### src/rtl/ovf_pkg.sv
// Shared types, codes and field layout of the overlapping frame FIFO.
`timescale 1ns / 1ps

package ovf_pkg;

  // Default sizes of the top level
  localparam int DEPTH_DEF       = 256;
  localparam int CHANNELS_DEF    = 4;
  localparam int MAX_POP_DEF     = 64;
  localparam int SAMPLE_BITS_DEF = 24;

  // Field widths on the ports
  localparam int NUM_LANES  = 4;
  localparam int SAMPLE_W   = 24;
  localparam int CAP_W      = 9;
  localparam int BLOCK_W    = 9;
  localparam int POP_W      = 7;
  localparam int KEEP_W     = 6;
  localparam int OPCODE_W   = 2;
  localparam int STATUS_W   = 2;
  localparam int ROWS_W     = 7;

  // Input tdata layout, lowest bit first
  localparam int IN_BLOCK_LSB  = 0;
  localparam int IN_POP_LSB    = IN_BLOCK_LSB + BLOCK_W;
  localparam int IN_KEEP_LSB   = IN_POP_LSB + POP_W;
  localparam int IN_SAMPLE_LSB = IN_KEEP_LSB + KEEP_W;
  localparam int IN_USED_W     = IN_SAMPLE_LSB + NUM_LANES * SAMPLE_W;
  localparam int IN_TDATA_W    = ((IN_USED_W + 7) / 8) * 8;

  // Output tdata layout, lowest bit first
  localparam int OUT_STATUS_LSB = 0;
  localparam int OUT_SAMPLE_LSB = OUT_STATUS_LSB + STATUS_W;
  localparam int OUT_ROWS_LSB   = OUT_SAMPLE_LSB + NUM_LANES * SAMPLE_W;
  localparam int OUT_USED_W     = OUT_ROWS_LSB + ROWS_W;
  localparam int OUT_TDATA_W    = ((OUT_USED_W + 7) / 8) * 8;

  // Opcodes
  localparam logic [OPCODE_W-1:0] OP_START = 2'd0;
  localparam logic [OPCODE_W-1:0] OP_ROW   = 2'd1;
  localparam logic [OPCODE_W-1:0] OP_POP   = 2'd2;

  // Status codes
  localparam logic [STATUS_W-1:0] ST_OK   = 2'd0;
  localparam logic [STATUS_W-1:0] ST_FULL = 2'd1;
  localparam logic [STATUS_W-1:0] ST_KEEP = 2'd2;

  // Result kinds
  localparam logic KIND_STATUS = 1'b0;
  localparam logic KIND_ROW    = 1'b1;

  typedef enum logic {
    S_IDLE,
    S_POP
  } state_t;

  // Controller to datapath
  typedef struct packed {
    logic take_start;
    logic take_row;
    logic take_pop;
    logic stream;
  } ovf_cmd_t;

  // Datapath to controller
  typedef struct packed {
    logic out_free;
    logic pop_streams;
    logic stream_done;
  } ovf_stat_t;

endpackage

### src/rtl/ovf_ctrl.sv
// Controller state machine: item acceptance and pop streaming sequence.
`timescale 1ns / 1ps

module ovf_ctrl import ovf_pkg::*; (
  input  logic                clk,
  input  logic                rst_n,
  input  logic                in_valid,
  input  logic [OPCODE_W-1:0] in_opcode,
  output logic                in_ready,
  input  ovf_stat_t           stat,
  output ovf_cmd_t            cmd
);

  state_t state_r, state_nxt;

  // State register
  always_ff @(posedge clk) begin
    if (!rst_n) begin
      state_r <= S_IDLE;
    end else begin
      state_r <= state_nxt;
    end
  end

  // Next state and commands
  always_comb begin
    state_nxt = state_r;
    in_ready  = 1'b0;
    cmd       = '0;
    case (state_r)
      S_IDLE: begin
        in_ready = stat.out_free;
        if (in_valid && stat.out_free) begin
          case (in_opcode)
            OP_START: cmd.take_start = 1'b1;
            OP_ROW:   cmd.take_row   = 1'b1;
            OP_POP: begin
              cmd.take_pop = 1'b1;
              if (stat.pop_streams) begin
                state_nxt = S_POP;
              end
            end
            default: ;
          endcase
        end
      end
      S_POP: begin
        cmd.stream = 1'b1;
        if (stat.stream_done) begin
          state_nxt = S_IDLE;
        end
      end
      default: state_nxt = S_IDLE;
    endcase
  end

endmodule

### config.mk
export PLATFORM = sky130hd
export DESIGN_NAME = ovf_ctrl
export DESIGN_NICKNAME = d
export VERILOG_FILES = /design/src/rtl/ovf_pkg.sv /design/src/rtl/ovf_ctrl.sv
export SDC_FILE = /design/constraint.sdc
export NUM_CORES = 1
export LEC_CHECK = 0
export BUFFER_PORTS_ARGS = -buffer_cell sky130_fd_sc_hd__buf_2
export CAP_MARGIN = 30
export CORE_AREA = 10 10 47 49
export DETAILED_ROUTE_END_ITERATION = 12
export DIE_AREA = 0 0 57 59
export GPL_ROUTABILITY_DRIVEN = 0
export PLACE_DENSITY = 0.39
export SYNTH_ARGS = -nofsm -noshare
export SYNTH_HDL_FRONTEND = slang
export SYNTH_SLANG_ARGS = --single-unit
### constraint.sdc
create_clock -name clk -period 1.1 [get_ports clk]
set_clock_uncertainty 0.1 [all_clocks]
set_input_delay 0.11 -clock clk [delete_from_list [all_inputs] [get_ports clk]]
set_output_delay 0.11 -clock clk [all_outputs]
set_load 0.005 [all_outputs]
==> flow_summary.html, run 1 <==
<table>
<tr><th>Metric</th><th>Value</th></tr>
<tr><th colspan="2">Synth</th></tr>
<tr><td>EDFF count, synth</td><td>0</td></tr>
<tr><td>Average cell area after synthesis</td><td>10.5 µm²</td></tr>
<tr><td>Dominant combinational cell family by area after synthesis</td><td>simple AND/OR/NAND/NOR gates</td></tr>
<tr><td>Dominant cells by area after synthesis</td><td>nor3b_2 (24%), dfxtp_1 (19%), nand3b_4 (19%)</td></tr>
<tr><td>Mapped Nets</td><td>18</td></tr>
<tr><td>Combined area of all synthesized cells</td><td>105 µm²</td></tr>
<tr><td>Synthesized instance count</td><td>10</td></tr>
<tr><td>Most numerous cell in the Yosys netlist</td><td>nor3b_2</td></tr>
<tr><td>Post-synth ARST share</td><td>0%</td></tr>
<tr><td>Leading register cell type out of synthesis</td><td>dfxtp_1</td></tr>
<tr><td>Fraction of synthesized cell area in xor and xnor cells</td><td>0%</td></tr>
<tr><td>Syn. warnings</td><td>0</td></tr>
<tr><td>Seq/Total Area, Yosys</td><td>19.0%</td></tr>
<tr><td>Synth Area in Compound Gates</td><td>4.76%</td></tr>
<tr><td>Simple logic cell fraction of the synthesized area</td><td>69.0%</td></tr>
<tr><td>Number of distinct library cells after synthesis</td><td>9</td></tr>
<tr><td>Flip-flop and latch count after synthesis</td><td>1</td></tr>
<tr><td>Synth top area share</td><td>23.8%</td></tr>
<tr><td>Area share of fa/ha/maj cells after synthesis</td><td>0%</td></tr>
<tr><td>Top cell type by total area after synthesis</td><td>nor3b_2</td></tr>
<tr><td>Portion of netlist area occupied by mux cells</td><td>0%</td></tr>
<tr><th colspan="2">STA</th></tr>
<tr><td>Setup repair after global routing missed its margin</td><td>false</td></tr>
<tr><td>Share of the clock period used by the worst path after layout</td><td>88.7%</td></tr>
<tr><td>Sum of negative setup slack</td><td>0 ns</td></tr>
<tr><td>Worst slew margin relative to its limit</td><td>89.7%</td></tr>
<tr><td>Worst-Margin Slew</td><td>0.154 ns</td></tr>
<tr><td>Fin. max-slew vios</td><td>0</td></tr>
<tr><td>Upper clock frequency limit</td><td>1.02 GHz</td></tr>
<tr><td>Min Hold Slack</td><td>0.272 ns</td></tr>
<tr><td>Setup violations, final</td><td>0</td></tr>
<tr><td>Worst path setup slack after routing</td><td>0.124 ns</td></tr>
<tr><td>Number of hold-slack violations in the final timing report</td><td>0</td></tr>
<tr><td>Min cycle time layout</td><td>0.976 ns</td></tr>
<tr><th colspan="2">Floorplan</th></tr>
<tr><td>Number of placement rows</td><td>14</td></tr>
<tr><td>Horizontal die dimension</td><td>57 µm</td></tr>
<tr><td>Core area</td><td>0.00140 mm²</td></tr>
<tr><td>Number of top-level design ports</td><td>13</td></tr>
<tr><td>Initial Utilization</td><td>7.50%</td></tr>
<tr><td>Area of the die</td><td>0.00336 mm²</td></tr>
<tr><td>Die Span Y</td><td>59 µm</td></tr>
<tr><th colspan="2">Final layout</th></tr>
<tr><td>Register with the most flip-flops</td><td>state_r</td></tr>
<tr><td>Fraction of final layout cells sized beyond drive strength 1</td><td>72.7%</td></tr>
<tr><td>Multi-input gate area in the final layout</td><td>77.6 µm²</td></tr>
<tr><td>Total of fill cells in the finished design</td><td>164</td></tr>
<tr><td>Net count reported at finish</td><td>32</td></tr>
<tr><td>Area taken by flip-flops and latches</td><td>20.0 µm²</td></tr>
<tr><td>Flip-flop count of the largest register after layout</td><td>1</td></tr>
<tr><td>Registers with the most flip-flops</td><td>state_r x1</td></tr>
<tr><td>Area added between synthesis and finish</td><td>76.2%</td></tr>
<tr><td>Antenna diode count</td><td>0</td></tr>
<tr><th colspan="2">Place</th></tr>
<tr><td>Port buffer count</td><td>12</td></tr>
<tr><td>Placement-stage worst setup slack</td><td>0.118 ns</td></tr>
<tr><th colspan="2">Critical path</th></tr>
<tr><td>Startpoint Class</td><td>register</td></tr>
<tr><td>Crit path required time</td><td>0.89 ns</td></tr>
<tr><td>Maximum fanout count along the critical path</td><td>4</td></tr>
<tr><td>Data arrival time of the critical path</td><td>0.77 ns</td></tr>
<tr><td>CP max-delay cell</td><td>dfxtp_1</td></tr>
<tr><td>Kind of capture point of the worst setup path</td><td>primary output</td></tr>
<tr><td>Critical Path, Cell by Cell</td><td>nand3b_4, nor3b_2, buf_2</td></tr>
<tr><td>Startpoint-to-endpoint class of the critical path</td><td>register to primary output</td></tr>
<tr><td>Max stage delay on crit path</td><td>0.29 ns</td></tr>
<tr><th colspan="2">GRT</th></tr>
<tr><td>Initial antenna violation count</td><td>0</td></tr>
<tr><td>Number of global-route vias before repair</td><td>116</td></tr>
<tr><td>Overall fraction of global-route tracks in use</td><td>2.20%</td></tr>
<tr><td>Total congestion overflow</td><td>0</td></tr>
<tr><td>Global-route wire length before repair</td><td>627 µm</td></tr>
<tr><td>Pin count of the biggest net entering global routing</td><td>5</td></tr>
<tr><th colspan="2">Routing</th></tr>
<tr><td>Met3 wirelength from detailed routing</td><td>106 µm</td></tr>
<tr><td>Total iterations of the first detailed-routing run</td><td>3</td></tr>
<tr><td>DRT met1 WL</td><td>257 µm</td></tr>
<tr><td>Post-DRT Antenna Nets</td><td>0</td></tr>
<tr><td>Total detailed-routing wirelength</td><td>434 µm</td></tr>
<tr><td>Highest metal layer with signal wires</td><td>met3</td></tr>
<tr><td>Total number of vias</td><td>126</td></tr>
<tr><td>Number of remaining DRC errors</td><td>0</td></tr>
<tr><td>Post-DR vias/cell</td><td>3.32</td></tr>
<tr><td>Number of DRC markers after the initial detailed-route iteration</td><td>3</td></tr>
<tr><td>Detail-routed net length per standard cell</td><td>11.4 µm</td></tr>
<tr><td>Met2 layer wire length in the routed design</td><td>71 µm</td></tr>
<tr><th colspan="2">Pwr</th></tr>
<tr><td>Power Density</td><td>414 mW/mm²</td></tr>
<tr><td>Post-route total power</td><td>76.7 µW</td></tr>
<tr><td>IR drop worst, VDD</td><td>0.133 mV</td></tr>
<tr><td>Static Leakage</td><td>0.0934 nW</td></tr>
<tr><th colspan="2">Clocking</th></tr>
<tr><td>Clock latency on the worst-skew pair</td><td>0 ns</td></tr>
<tr><td>Clock transition at the registers of the reported paths</td><td>0 ns</td></tr>
<tr><td>Number of post-CTS setup repair buffers</td><td>0</td></tr>
<tr><td>Post-CTS Hold Fix Bufs</td><td>0</td></tr>
<tr><td>CTS resizes</td><td>0</td></tr>
<tr><th colspan="2">Min path</th></tr>
<tr><td>Class of the most critical hold timing path</td><td>input pin to register</td></tr>
<tr><th colspan="2">Run status</th></tr>
<tr><td>Outcome</td><td>finished clean</td></tr>
<tr><th colspan="2">Flow run</th></tr>
<tr><td>Max capacitance violation total</td><td>0</td></tr>
</table>
## kinds of logic (layout without fill, tap and decap cells)
| family | Yosys count | after routing |
|---|---|---|
| flip-flops | 1 | 1 |
| buffers and inverters | 1 | 13 |
| AND/OR/NAND/NOR | 7 | 7 |
| AO/OA/AOI/OAI | 1 | 1 |
## power by group
part	internal [mW]	leakage, nW	switching (mW)	total, mW
combinational	0.0211	0.0853	0.0178	0.0389
clock	0	0	0	0
sequential	0.0376	0.00808	0.000232	0.0378
## critical path, delay by kind of cell (launching register included)
kind | cells | cell delay, ns
AND/OR/NAND/NOR | 2 | 0.35
flip-flops | 1 | 0.29
buffers and inverters | 1 | 0.13
## routing by layer
layer  GRT usage [%]  vias to the layer above
met5               0                        -
met4               0                        0
met3            2.15                        0
met2            1.40                       13
met1            3.79                       52
li1                -                       61
## layout by cell type (no fill, tap or decap)
| cell | count |
|---|---|
| nor3_1 | 1 |
| buf_2 | 12 |
| nand3b_1 | 1 |
| nand4b_1 | 1 |
| nand3b_4 | 1 |
| o21ai_1 | 1 |
| nor3b_2 | 2 |
| dfxtp_1 | 1 |
| buf_4 | 1 |
| nor2b_1 | 1 |
## through the flow
stage | instances | area, µm² | utilization [%]
6_report | 38 | 185 | 13.2
5_1_grt | 38 | 185 | 13.2
4_1_cts | 38 | 185 | 13.2
3_5_place_dp | 38 | 185 | 13.2
3_3_place_gp | 38 | 185 | 13.2
2_1_floorplan | 10 | 105 | -
## layout make-up
type | count | area share (%)
multi-input cells | 8 | 41.9
flip-flops and latches | 1 | 10.8
well taps | 16 | 10.8
repair buffers | 13 | 36.5
## path summary, 6_finish.rpt
path | from | endpoint | slack, ns | cells after the start
min reg2reg | state_r$_SDFF_PN0_ | state_r$_SDFF_PN0_ | 0.48 | 2
max reg2reg | state_r$_SDFF_PN0_ | state_r$_SDFF_PN0_ | 0.33 | 3
min | rst_n | state_r$_SDFF_PN0_ | 0.27 | 3
max | state_r$_SDFF_PN0_ | cmd[1] | 0.12 | 3
Power figures use the tool's default switching activity.
==> run 2, diff against run 1 <==
--- a/config.mk
+++ b/config.mk
@@ -5,6 +5,7 @@
 export SDC_FILE = /design/constraint.sdc
 export NUM_CORES = 1
 export LEC_CHECK = 0
+export ABC_AREA = 1
 export BUFFER_PORTS_ARGS = -buffer_cell sky130_fd_sc_hd__buf_2
 export CAP_MARGIN = 30
 export CORE_AREA = 10 10 47 49
==> run 2 against run 1 <==
Synthesized cell count rose by 70%. Cell count rose by 18%. First-iteration DRC count fell by 67%. Area after synthesis rose by 1.2%. Utilization rose by 0.089 points. Design area rose by 0.68%. Sequential share of layout area fell by 0.073 points. Power fell by 1.8%. Largest cell class is now buffers.
==> flow_summary.html, run 2 <==
<table>
<tr><th>Metric</th><th>Value</th></tr>
<tr><th colspan="2">Clocking</th></tr>
<tr><td>Clock transition at the registers of the reported paths</td><td>0 ns</td></tr>
<tr><td>Number of post-CTS setup repair buffers</td><td>0</td></tr>
<tr><td>Post-CTS Hold Fix Bufs</td><td>0</td></tr>
<tr><td>CTS resizes</td><td>0</td></tr>
<tr><td>Clock latency on the worst-skew pair</td><td>0 ns</td></tr>
<tr><th colspan="2">Floorplan</th></tr>
<tr><td>Core area</td><td>0.00140 mm²</td></tr>
<tr><td>Initial Utilization</td><td>7.59%</td></tr>
<tr><td>Horizontal die dimension</td><td>57 µm</td></tr>
<tr><td>Area of the die</td><td>0.00336 mm²</td></tr>
<tr><td>Number of placement rows</td><td>14</td></tr>
<tr><td>Number of top-level design ports</td><td>13</td></tr>
<tr><td>Die Span Y</td><td>59 µm</td></tr>
<tr><th colspan="2">STA</th></tr>
<tr><td>Worst slew margin relative to its limit</td><td>85.9%</td></tr>
<tr><td>Number of hold-slack violations in the final timing report</td><td>0</td></tr>
<tr><td>Fin. max-slew vios</td><td>0</td></tr>
<tr><td>Share of the clock period used by the worst path after layout</td><td>86.4%</td></tr>
<tr><td>Setup repair after global routing missed its margin</td><td>false</td></tr>
<tr><td>Min cycle time layout</td><td>0.950 ns</td></tr>
<tr><td>Upper clock frequency limit</td><td>1.05 GHz</td></tr>
<tr><td>Sum of negative setup slack</td><td>0 ns</td></tr>
<tr><td>Worst path setup slack after routing</td><td>0.150 ns</td></tr>
<tr><td>Worst-Margin Slew</td><td>0.210 ns</td></tr>
<tr><td>Min Hold Slack</td><td>0.246 ns</td></tr>
<tr><td>Setup violations, final</td><td>0</td></tr>
<tr><th colspan="2">Synth</th></tr>
<tr><td>Synthesized instance count</td><td>17</td></tr>
<tr><td>Average cell area after synthesis</td><td>6.26 µm²</td></tr>
<tr><td>Seq/Total Area, Yosys</td><td>18.8%</td></tr>
<tr><td>Syn. warnings</td><td>0</td></tr>
<tr><td>EDFF count, synth</td><td>0</td></tr>
<tr><td>Leading register cell type out of synthesis</td><td>dfxtp_1</td></tr>
<tr><td>Synth top cells by count</td><td>inv_1 (4), nand2_1 (2), nor2_1 (2), nor4_1 (2)</td></tr>
<tr><td>Post-synth ARST share</td><td>0%</td></tr>
<tr><td>Synth top area share</td><td>18.8%</td></tr>
<tr><td>Top cell type by total area after synthesis</td><td>dfxtp_1</td></tr>
<tr><td>Dominant cells by area after synthesis</td><td>dfxtp_1 (19%), inv_1 (14%), nor4_1 (12%)</td></tr>
<tr><td>Combined area of all synthesized cells</td><td>106 µm²</td></tr>
<tr><td>Most numerous cell in the Yosys netlist</td><td>inv_1</td></tr>
<tr><td>Mapped Nets</td><td>25</td></tr>
<tr><td>Flip-flop and latch count after synthesis</td><td>1</td></tr>
<tr><td>Number of distinct library cells after synthesis</td><td>11</td></tr>
<tr><th colspan="2">Pwr</th></tr>
<tr><td>Power Density</td><td>404 mW/mm²</td></tr>
<tr><td>IR drop worst, VDD</td><td>0.0773 mV</td></tr>
<tr><td>Switching share of total power</td><td>26.1%</td></tr>
<tr><td>Switching power of the nets</td><td>19.6 µW</td></tr>
<tr><td>Proportion of power drawn by combinational gates</td><td>49.3%</td></tr>
<tr><td>Clock group share of total power</td><td>0%</td></tr>
<tr><td>Static Leakage</td><td>0.104 nW</td></tr>
<tr><td>Sequential Power Share</td><td>50.7%</td></tr>
<tr><td>Post-route total power</td><td>75.3 µW</td></tr>
<tr><td>Internal power summed over all cells</td><td>55.7 µW</td></tr>
<tr><th colspan="2">Final layout</th></tr>
<tr><td>Area added between synthesis and finish</td><td>75.3%</td></tr>
<tr><td>Multi-input gate area in the final layout</td><td>63.8 µm²</td></tr>
<tr><td>Register with the most flip-flops</td><td>state_r</td></tr>
<tr><td>Antenna diode count</td><td>0</td></tr>
<tr><td>Area taken by flip-flops and latches</td><td>20.0 µm²</td></tr>
<tr><td>Flip-flop count of the largest register after layout</td><td>1</td></tr>
<tr><td>Total of fill cells in the finished design</td><td>171</td></tr>
<tr><td>Registers with the most flip-flops</td><td>state_r x1</td></tr>
<tr><td>Final Non-Filler Cells</td><td>45</td></tr>
<tr><td>Fraction of final layout cells sized beyond drive strength 1</td><td>58.6%</td></tr>
<tr><td>Commonest non-fill, non-tap cells in the layout</td><td>buf_2 (12), inv_1 (4), nand2_1 (2), nor4_1 (2), nor2_1 (2)</td></tr>
<tr><td>Most common cell after layout, fill and taps aside</td><td>buf_2</td></tr>
<tr><td>Net count reported at finish</td><td>39</td></tr>
<tr><th colspan="2">GRT</th></tr>
<tr><td>Initial antenna violation count</td><td>0</td></tr>
<tr><td>Pin count of the biggest net entering global routing</td><td>6</td></tr>
<tr><td>Number of global-route vias before repair</td><td>142</td></tr>
<tr><td>Overall fraction of global-route tracks in use</td><td>2.16%</td></tr>
<tr><td>Global-route wire length before repair</td><td>621 µm</td></tr>
<tr><td>Total congestion overflow</td><td>0</td></tr>
<tr><th colspan="2">Flow run</th></tr>
<tr><td>Max capacitance violation total</td><td>0</td></tr>
<tr><th colspan="2">Routing</th></tr>
<tr><td>Total number of vias</td><td>148</td></tr>
<tr><td>Number of DRC markers after the initial detailed-route iteration</td><td>1</td></tr>
<tr><td>Total iterations of the first detailed-routing run</td><td>2</td></tr>
<tr><td>Post-DRT Antenna Nets</td><td>0</td></tr>
<tr><td>Number of remaining DRC errors</td><td>0</td></tr>
<tr><td>Post-DR vias/cell</td><td>3.29</td></tr>
<tr><td>Detail-routed net length per standard cell</td><td>9.51 µm</td></tr>
<tr><td>Total detailed-routing wirelength</td><td>428 µm</td></tr>
<tr><th colspan="2">Run status</th></tr>
<tr><td>Outcome</td><td>finished clean</td></tr>
<tr><th colspan="2">Place</th></tr>
<tr><td>Placed Cells</td><td>45</td></tr>
<tr><td>Placement-stage worst setup slack</td><td>0.122 ns</td></tr>
<tr><td>DPL Wire Length</td><td>410 µm</td></tr>
<tr><td>Port buffer count</td><td>12</td></tr>
<tr><th colspan="2">Critical path</th></tr>
<tr><td>Maximum fanout count along the critical path</td><td>5</td></tr>
<tr><td>Startpoint Class</td><td>register</td></tr>
<tr><td>Worst reg2reg path depth</td><td>3</td></tr>
<tr><td>Startpoint-to-endpoint class of the critical path</td><td>register to primary output</td></tr>
<tr><td>Data arrival time of the critical path</td><td>0.74 ns</td></tr>
<tr><td>Setup slack on the worst flop-to-flop path</td><td>0.25 ns</td></tr>
<tr><td>Kind of capture point of the worst setup path</td><td>primary output</td></tr>
<tr><td>Launching point of the worst reg2reg path</td><td>state_r$_SDFF_PN0_</td></tr>
<tr><td>Endpoint of the lowest-slack register-to-register path</td><td>state_r$_SDFF_PN0_</td></tr>
<tr><td>Crit path required time</td><td>0.89 ns</td></tr>
<tr><th colspan="2">Min path</th></tr>
<tr><td>Beginning of the worst hold path</td><td>rst_n</td></tr>
<tr><td>Number of stages on the worst hold path</td><td>3</td></tr>
<tr><td>Class of the most critical hold timing path</td><td>input pin to register</td></tr>
<tr><td>Hold Path Sink</td><td>state_r$_SDFF_PN0_</td></tr>
</table>
run 2: cell types whose count changed in the layout (fill, tap and decap cells not counted), moves of 2 or more:
cell	change
inv_1	+4
nand2_1	+2
nor2_1	+2
nor3b_2	-2
nor4_1	+2
run 2: kinds of logic after synthesis:
| kind of cell | synth area share, % |
|---|---|
| compound gates | 8.24 |
| buf+inv | 21.2 |
| flops | 18.8 |
| simple gates | 51.8 |
run 2: how the worst max path moves through the flow:
stage                  end  cells after the start               start
floorplan           cmd[1]                      1  state_r$_SDFF_PN0_
global placement    cmd[3]                      2  state_r$_SDFF_PN0_
detailed placement  cmd[3]                      2  state_r$_SDFF_PN0_
CTS                 cmd[3]                      2  state_r$_SDFF_PN0_
global route        cmd[3]                      2  state_r$_SDFF_PN0_
finish              cmd[3]                      2  state_r$_SDFF_PN0_
run 2: metrics by stage:
step	utilization (%)	area, µm²
2_1_floorplan	-	106
3_3_place_gp	13.3	186
3_5_place_dp	13.3	186
4_1_cts	13.3	186
5_1_grt	13.3	186
6_report	13.3	186
run 2: layout make-up:
class,count,share of cell area (%)
Multi-Input combinational cell,11,34.2
Inverter,4,8.05
Sequential cell,1,10.7
Timing Repair Buffer,13,36.2
Tap cell,16,10.7
run 2: per-layer routing:
metal  vias up  wire (µm)  GRT usage [%]
met2         5        258           4.81
met1        64        130           1.90
met3         0         38          0.644
met4         0          0              0
li1         79          -              -
met5         -          0              0
run 2: worst max-delay path, stage by stage (launching register included):
cell     delay [ns]
dfxtp_1        0.32
nor4_1         0.27
buf_2          0.16
run 2: power by group through the flow:
stage / clock [mW] / sequential (mW) / combinational, mW
final: 0 / 0.0381 / 0.0372
after global routing: 0 / 0.0383 / 0.0421
after CTS: 0 / 0.0382 / 0.0384
after detailed placement: 0 / 0.0382 / 0.0383
after global placement: 0 / 0.0382 / 0.0374
after floorplan: 0 / 0.0382 / 0.0150
==> run 3, diff against run 2 <==
==> constraint.sdc (replaced) <==
create_clock -name clk -period 1.25 [get_ports clk]
set_clock_uncertainty 0.1 [all_clocks]
set_input_delay 0.125 -clock clk [delete_from_list [all_inputs] [get_ports clk]]
set_output_delay 0.125 -clock clk [all_outputs]
set_load 0.005 [all_outputs]
==> run 3 against run 2 <==
Via count fell by 4.1%. Global-route usage shrank 0.35 points. Combinational power decreased by 15%. Routed wire length down 4.7%. Utilization is 0.54 points lower. Sequential power shrank 11%. Hold slack improved by 0.011 ns. Critical path type unchanged. Critical endpoint is now cmd[1]. Largest power group unchanged.
==> flow_summary.html, run 3 (synthesis results as in run 2) <==
<table>
<tr><th>Metric</th><th>Value</th></tr>
<tr><th colspan="2">Pwr</th></tr>
<tr><td>Post-route total power</td><td>65.6 µW</td></tr>
<tr><td>Power Density</td><td>367 mW/mm²</td></tr>
<tr><td>IR drop worst, VDD</td><td>0.0499 mV</td></tr>
<tr><td>Static Leakage</td><td>0.0985 nW</td></tr>
<tr><th colspan="2">STA</th></tr>
<tr><td>Worst slew margin relative to its limit</td><td>86.0%</td></tr>
<tr><td>Setup repair after global routing missed its margin</td><td>false</td></tr>
<tr><td>Min cycle time layout</td><td>1.00 ns</td></tr>
<tr><td>Upper clock frequency limit</td><td>0.997 GHz</td></tr>
<tr><td>Sum of negative setup slack</td><td>0 ns</td></tr>
<tr><td>Min Hold Slack</td><td>0.256 ns</td></tr>
<tr><td>Worst-Margin Slew</td><td>0.208 ns</td></tr>
<tr><td>Worst path setup slack after routing</td><td>0.247 ns</td></tr>
<tr><td>Share of the clock period used by the worst path after layout</td><td>80.2%</td></tr>
<tr><td>Setup violations, final</td><td>0</td></tr>
<tr><td>Fin. max-slew vios</td><td>0</td></tr>
<tr><td>Number of hold-slack violations in the final timing report</td><td>0</td></tr>
<tr><th colspan="2">Routing</th></tr>
<tr><td>Total iterations of the first detailed-routing run</td><td>2</td></tr>
<tr><td>Detail-routed net length per standard cell</td><td>9.27 µm</td></tr>
<tr><td>Post-DR vias/cell</td><td>3.23</td></tr>
<tr><td>Post-DRT Antenna Nets</td><td>0</td></tr>
<tr><td>Total number of vias</td><td>142</td></tr>
<tr><td>Met3 wirelength from detailed routing</td><td>39 µm</td></tr>
<tr><td>Met2 layer wire length in the routed design</td><td>239 µm</td></tr>
<tr><td>Highest metal layer with signal wires</td><td>met3</td></tr>
<tr><td>Number of remaining DRC errors</td><td>0</td></tr>
<tr><td>Number of DRC markers after the initial detailed-route iteration</td><td>2</td></tr>
<tr><td>Total detailed-routing wirelength</td><td>408 µm</td></tr>
<tr><td>DRT met1 WL</td><td>129 µm</td></tr>
<tr><th colspan="2">Final layout</th></tr>
<tr><td>Register with the most flip-flops</td><td>state_r</td></tr>
<tr><td>Antenna diode count</td><td>0</td></tr>
<tr><td>Flip-flop count of the largest register after layout</td><td>1</td></tr>
<tr><td>Net count reported at finish</td><td>38</td></tr>
<tr><td>Area added between synthesis and finish</td><td>68.2%</td></tr>
<tr><td>Most common cell after layout, fill and taps aside</td><td>buf_2</td></tr>
<tr><td>Fraction of final layout cells sized beyond drive strength 1</td><td>57.1%</td></tr>
<tr><td>Registers with the most flip-flops</td><td>state_r x1</td></tr>
<tr><td>Commonest non-fill, non-tap cells in the layout</td><td>buf_2 (12), inv_1 (4), nand2_1 (2), nor4_1 (2), nor2_1 (2)</td></tr>
<tr><th colspan="2">Floorplan</th></tr>
<tr><td>Area of the die</td><td>0.00336 mm²</td></tr>
<tr><td>Die Span Y</td><td>59 µm</td></tr>
<tr><td>Core area</td><td>0.00140 mm²</td></tr>
<tr><td>Number of placement rows</td><td>14</td></tr>
<tr><td>Initial Utilization</td><td>7.59%</td></tr>
<tr><td>Horizontal die dimension</td><td>57 µm</td></tr>
<tr><td>Number of top-level design ports</td><td>13</td></tr>
<tr><th colspan="2">Min path</th></tr>
<tr><td>Beginning of the worst hold path</td><td>rst_n</td></tr>
<tr><td>Class of the most critical hold timing path</td><td>input pin to register</td></tr>
<tr><td>Hold Path Sink</td><td>state_r$_SDFF_PN0_</td></tr>
<tr><td>Number of stages on the worst hold path</td><td>3</td></tr>
<tr><th colspan="2">Critical path</th></tr>
<tr><td>Kind of capture point of the worst setup path</td><td>primary output</td></tr>
<tr><td>Setup slack on the worst flop-to-flop path</td><td>0.40 ns</td></tr>
<tr><td>Maximum fanout count along the critical path</td><td>7</td></tr>
<tr><td>Data arrival time of the critical path</td><td>0.78 ns</td></tr>
<tr><td>Crit path required time</td><td>1.02 ns</td></tr>
<tr><td>Launching point of the worst reg2reg path</td><td>state_r$_SDFF_PN0_</td></tr>
<tr><td>Startpoint Class</td><td>register</td></tr>
<tr><td>Endpoint of the lowest-slack register-to-register path</td><td>state_r$_SDFF_PN0_</td></tr>
<tr><td>Worst reg2reg path depth</td><td>3</td></tr>
<tr><td>Startpoint-to-endpoint class of the critical path</td><td>register to primary output</td></tr>
<tr><th colspan="2">Place</th></tr>
<tr><td>DPL Wire Length</td><td>372 µm</td></tr>
<tr><td>Port buffer count</td><td>12</td></tr>
<tr><td>Placement-stage worst setup slack</td><td>0.249 ns</td></tr>
<tr><th colspan="2">GRT</th></tr>
<tr><td>Total congestion overflow</td><td>0</td></tr>
<tr><td>Global-route wire length before repair</td><td>538 µm</td></tr>
<tr><td>Overall fraction of global-route tracks in use</td><td>1.82%</td></tr>
<tr><td>Pin count of the biggest net entering global routing</td><td>8</td></tr>
<tr><td>Initial antenna violation count</td><td>0</td></tr>
<tr><td>Number of global-route vias before repair</td><td>132</td></tr>
<tr><th colspan="2">Run status</th></tr>
<tr><td>Outcome</td><td>finished clean</td></tr>
<tr><th colspan="2">Flow run</th></tr>
<tr><td>Max capacitance violation total</td><td>0</td></tr>
<tr><th colspan="2">Clocking</th></tr>
<tr><td>Clock transition at the registers of the reported paths</td><td>0 ns</td></tr>
<tr><td>Number of post-CTS setup repair buffers</td><td>0</td></tr>
<tr><td>Clock latency on the worst-skew pair</td><td>0 ns</td></tr>
<tr><td>CTS resizes</td><td>0</td></tr>
<tr><td>Post-CTS Hold Fix Bufs</td><td>0</td></tr>
</table>
## run 3: cell count changes in the layout (fill, tap and decap cells not counted), sizes merged
cell,before,now
buf,13,12
## run 3: layout make-up
class / instances / area (µm²)
fill: 178 / 1220
multi-input combinational: 11 / 63.8
timing repair buffer: 12 / 60.1
sequential: 1 / 20.0
tap: 16 / 20.0
inverter: 4 / 15.0
## run 3: stage by stage
| step | cells | utilization (%) | instance area (µm²) |
|---|---|---|---|
| after floorplan | 17 | - | 106 |
| after global placement | 44 | 12.8 | 179 |
| after detailed placement | 44 | 12.8 | 179 |
| after CTS | 44 | 12.8 | 179 |
| after global routing | 44 | 12.8 | 179 |
| final | 44 | 12.8 | 179 |
## run 3: power breakdown
part / switching [mW] / internal, mW
combinational: 0.0163 / 0.0154
sequential: 0.000801 / 0.0330
clock: 0 / 0
total: 0.0171 / 0.0485
## run 3: how the worst max path moves through the flow
stage / from / endpoint / slack, ns / cells after the start
final: state_r$_SDFF_PN0_ / cmd[1] / 0.25 / 2
after global routing: state_r$_SDFF_PN0_ / cmd[3] / 0.20 / 2
after CTS: state_r$_SDFF_PN0_ / cmd[1] / 0.24 / 2
after detailed placement: state_r$_SDFF_PN0_ / cmd[1] / 0.25 / 2
after global placement: state_r$_SDFF_PN0_ / cmd[1] / 0.25 / 2
after floorplan: state_r$_SDFF_PN0_ / cmd[1] / 0.37 / 1
## run 3: critical path: stages (launching register included)
cell,delay [ns]
dfxtp_1,0.34
nor4_1,0.28
buf_2,0.16
## run 3: metal layers
metal | up-vias | global-route usage [%]
li1 | 76 | -
met1 | 61 | 1.43
met2 | 5 | 4.19
met3 | 0 | 0.644
met4 | 0 | 0
met5 | - | 0
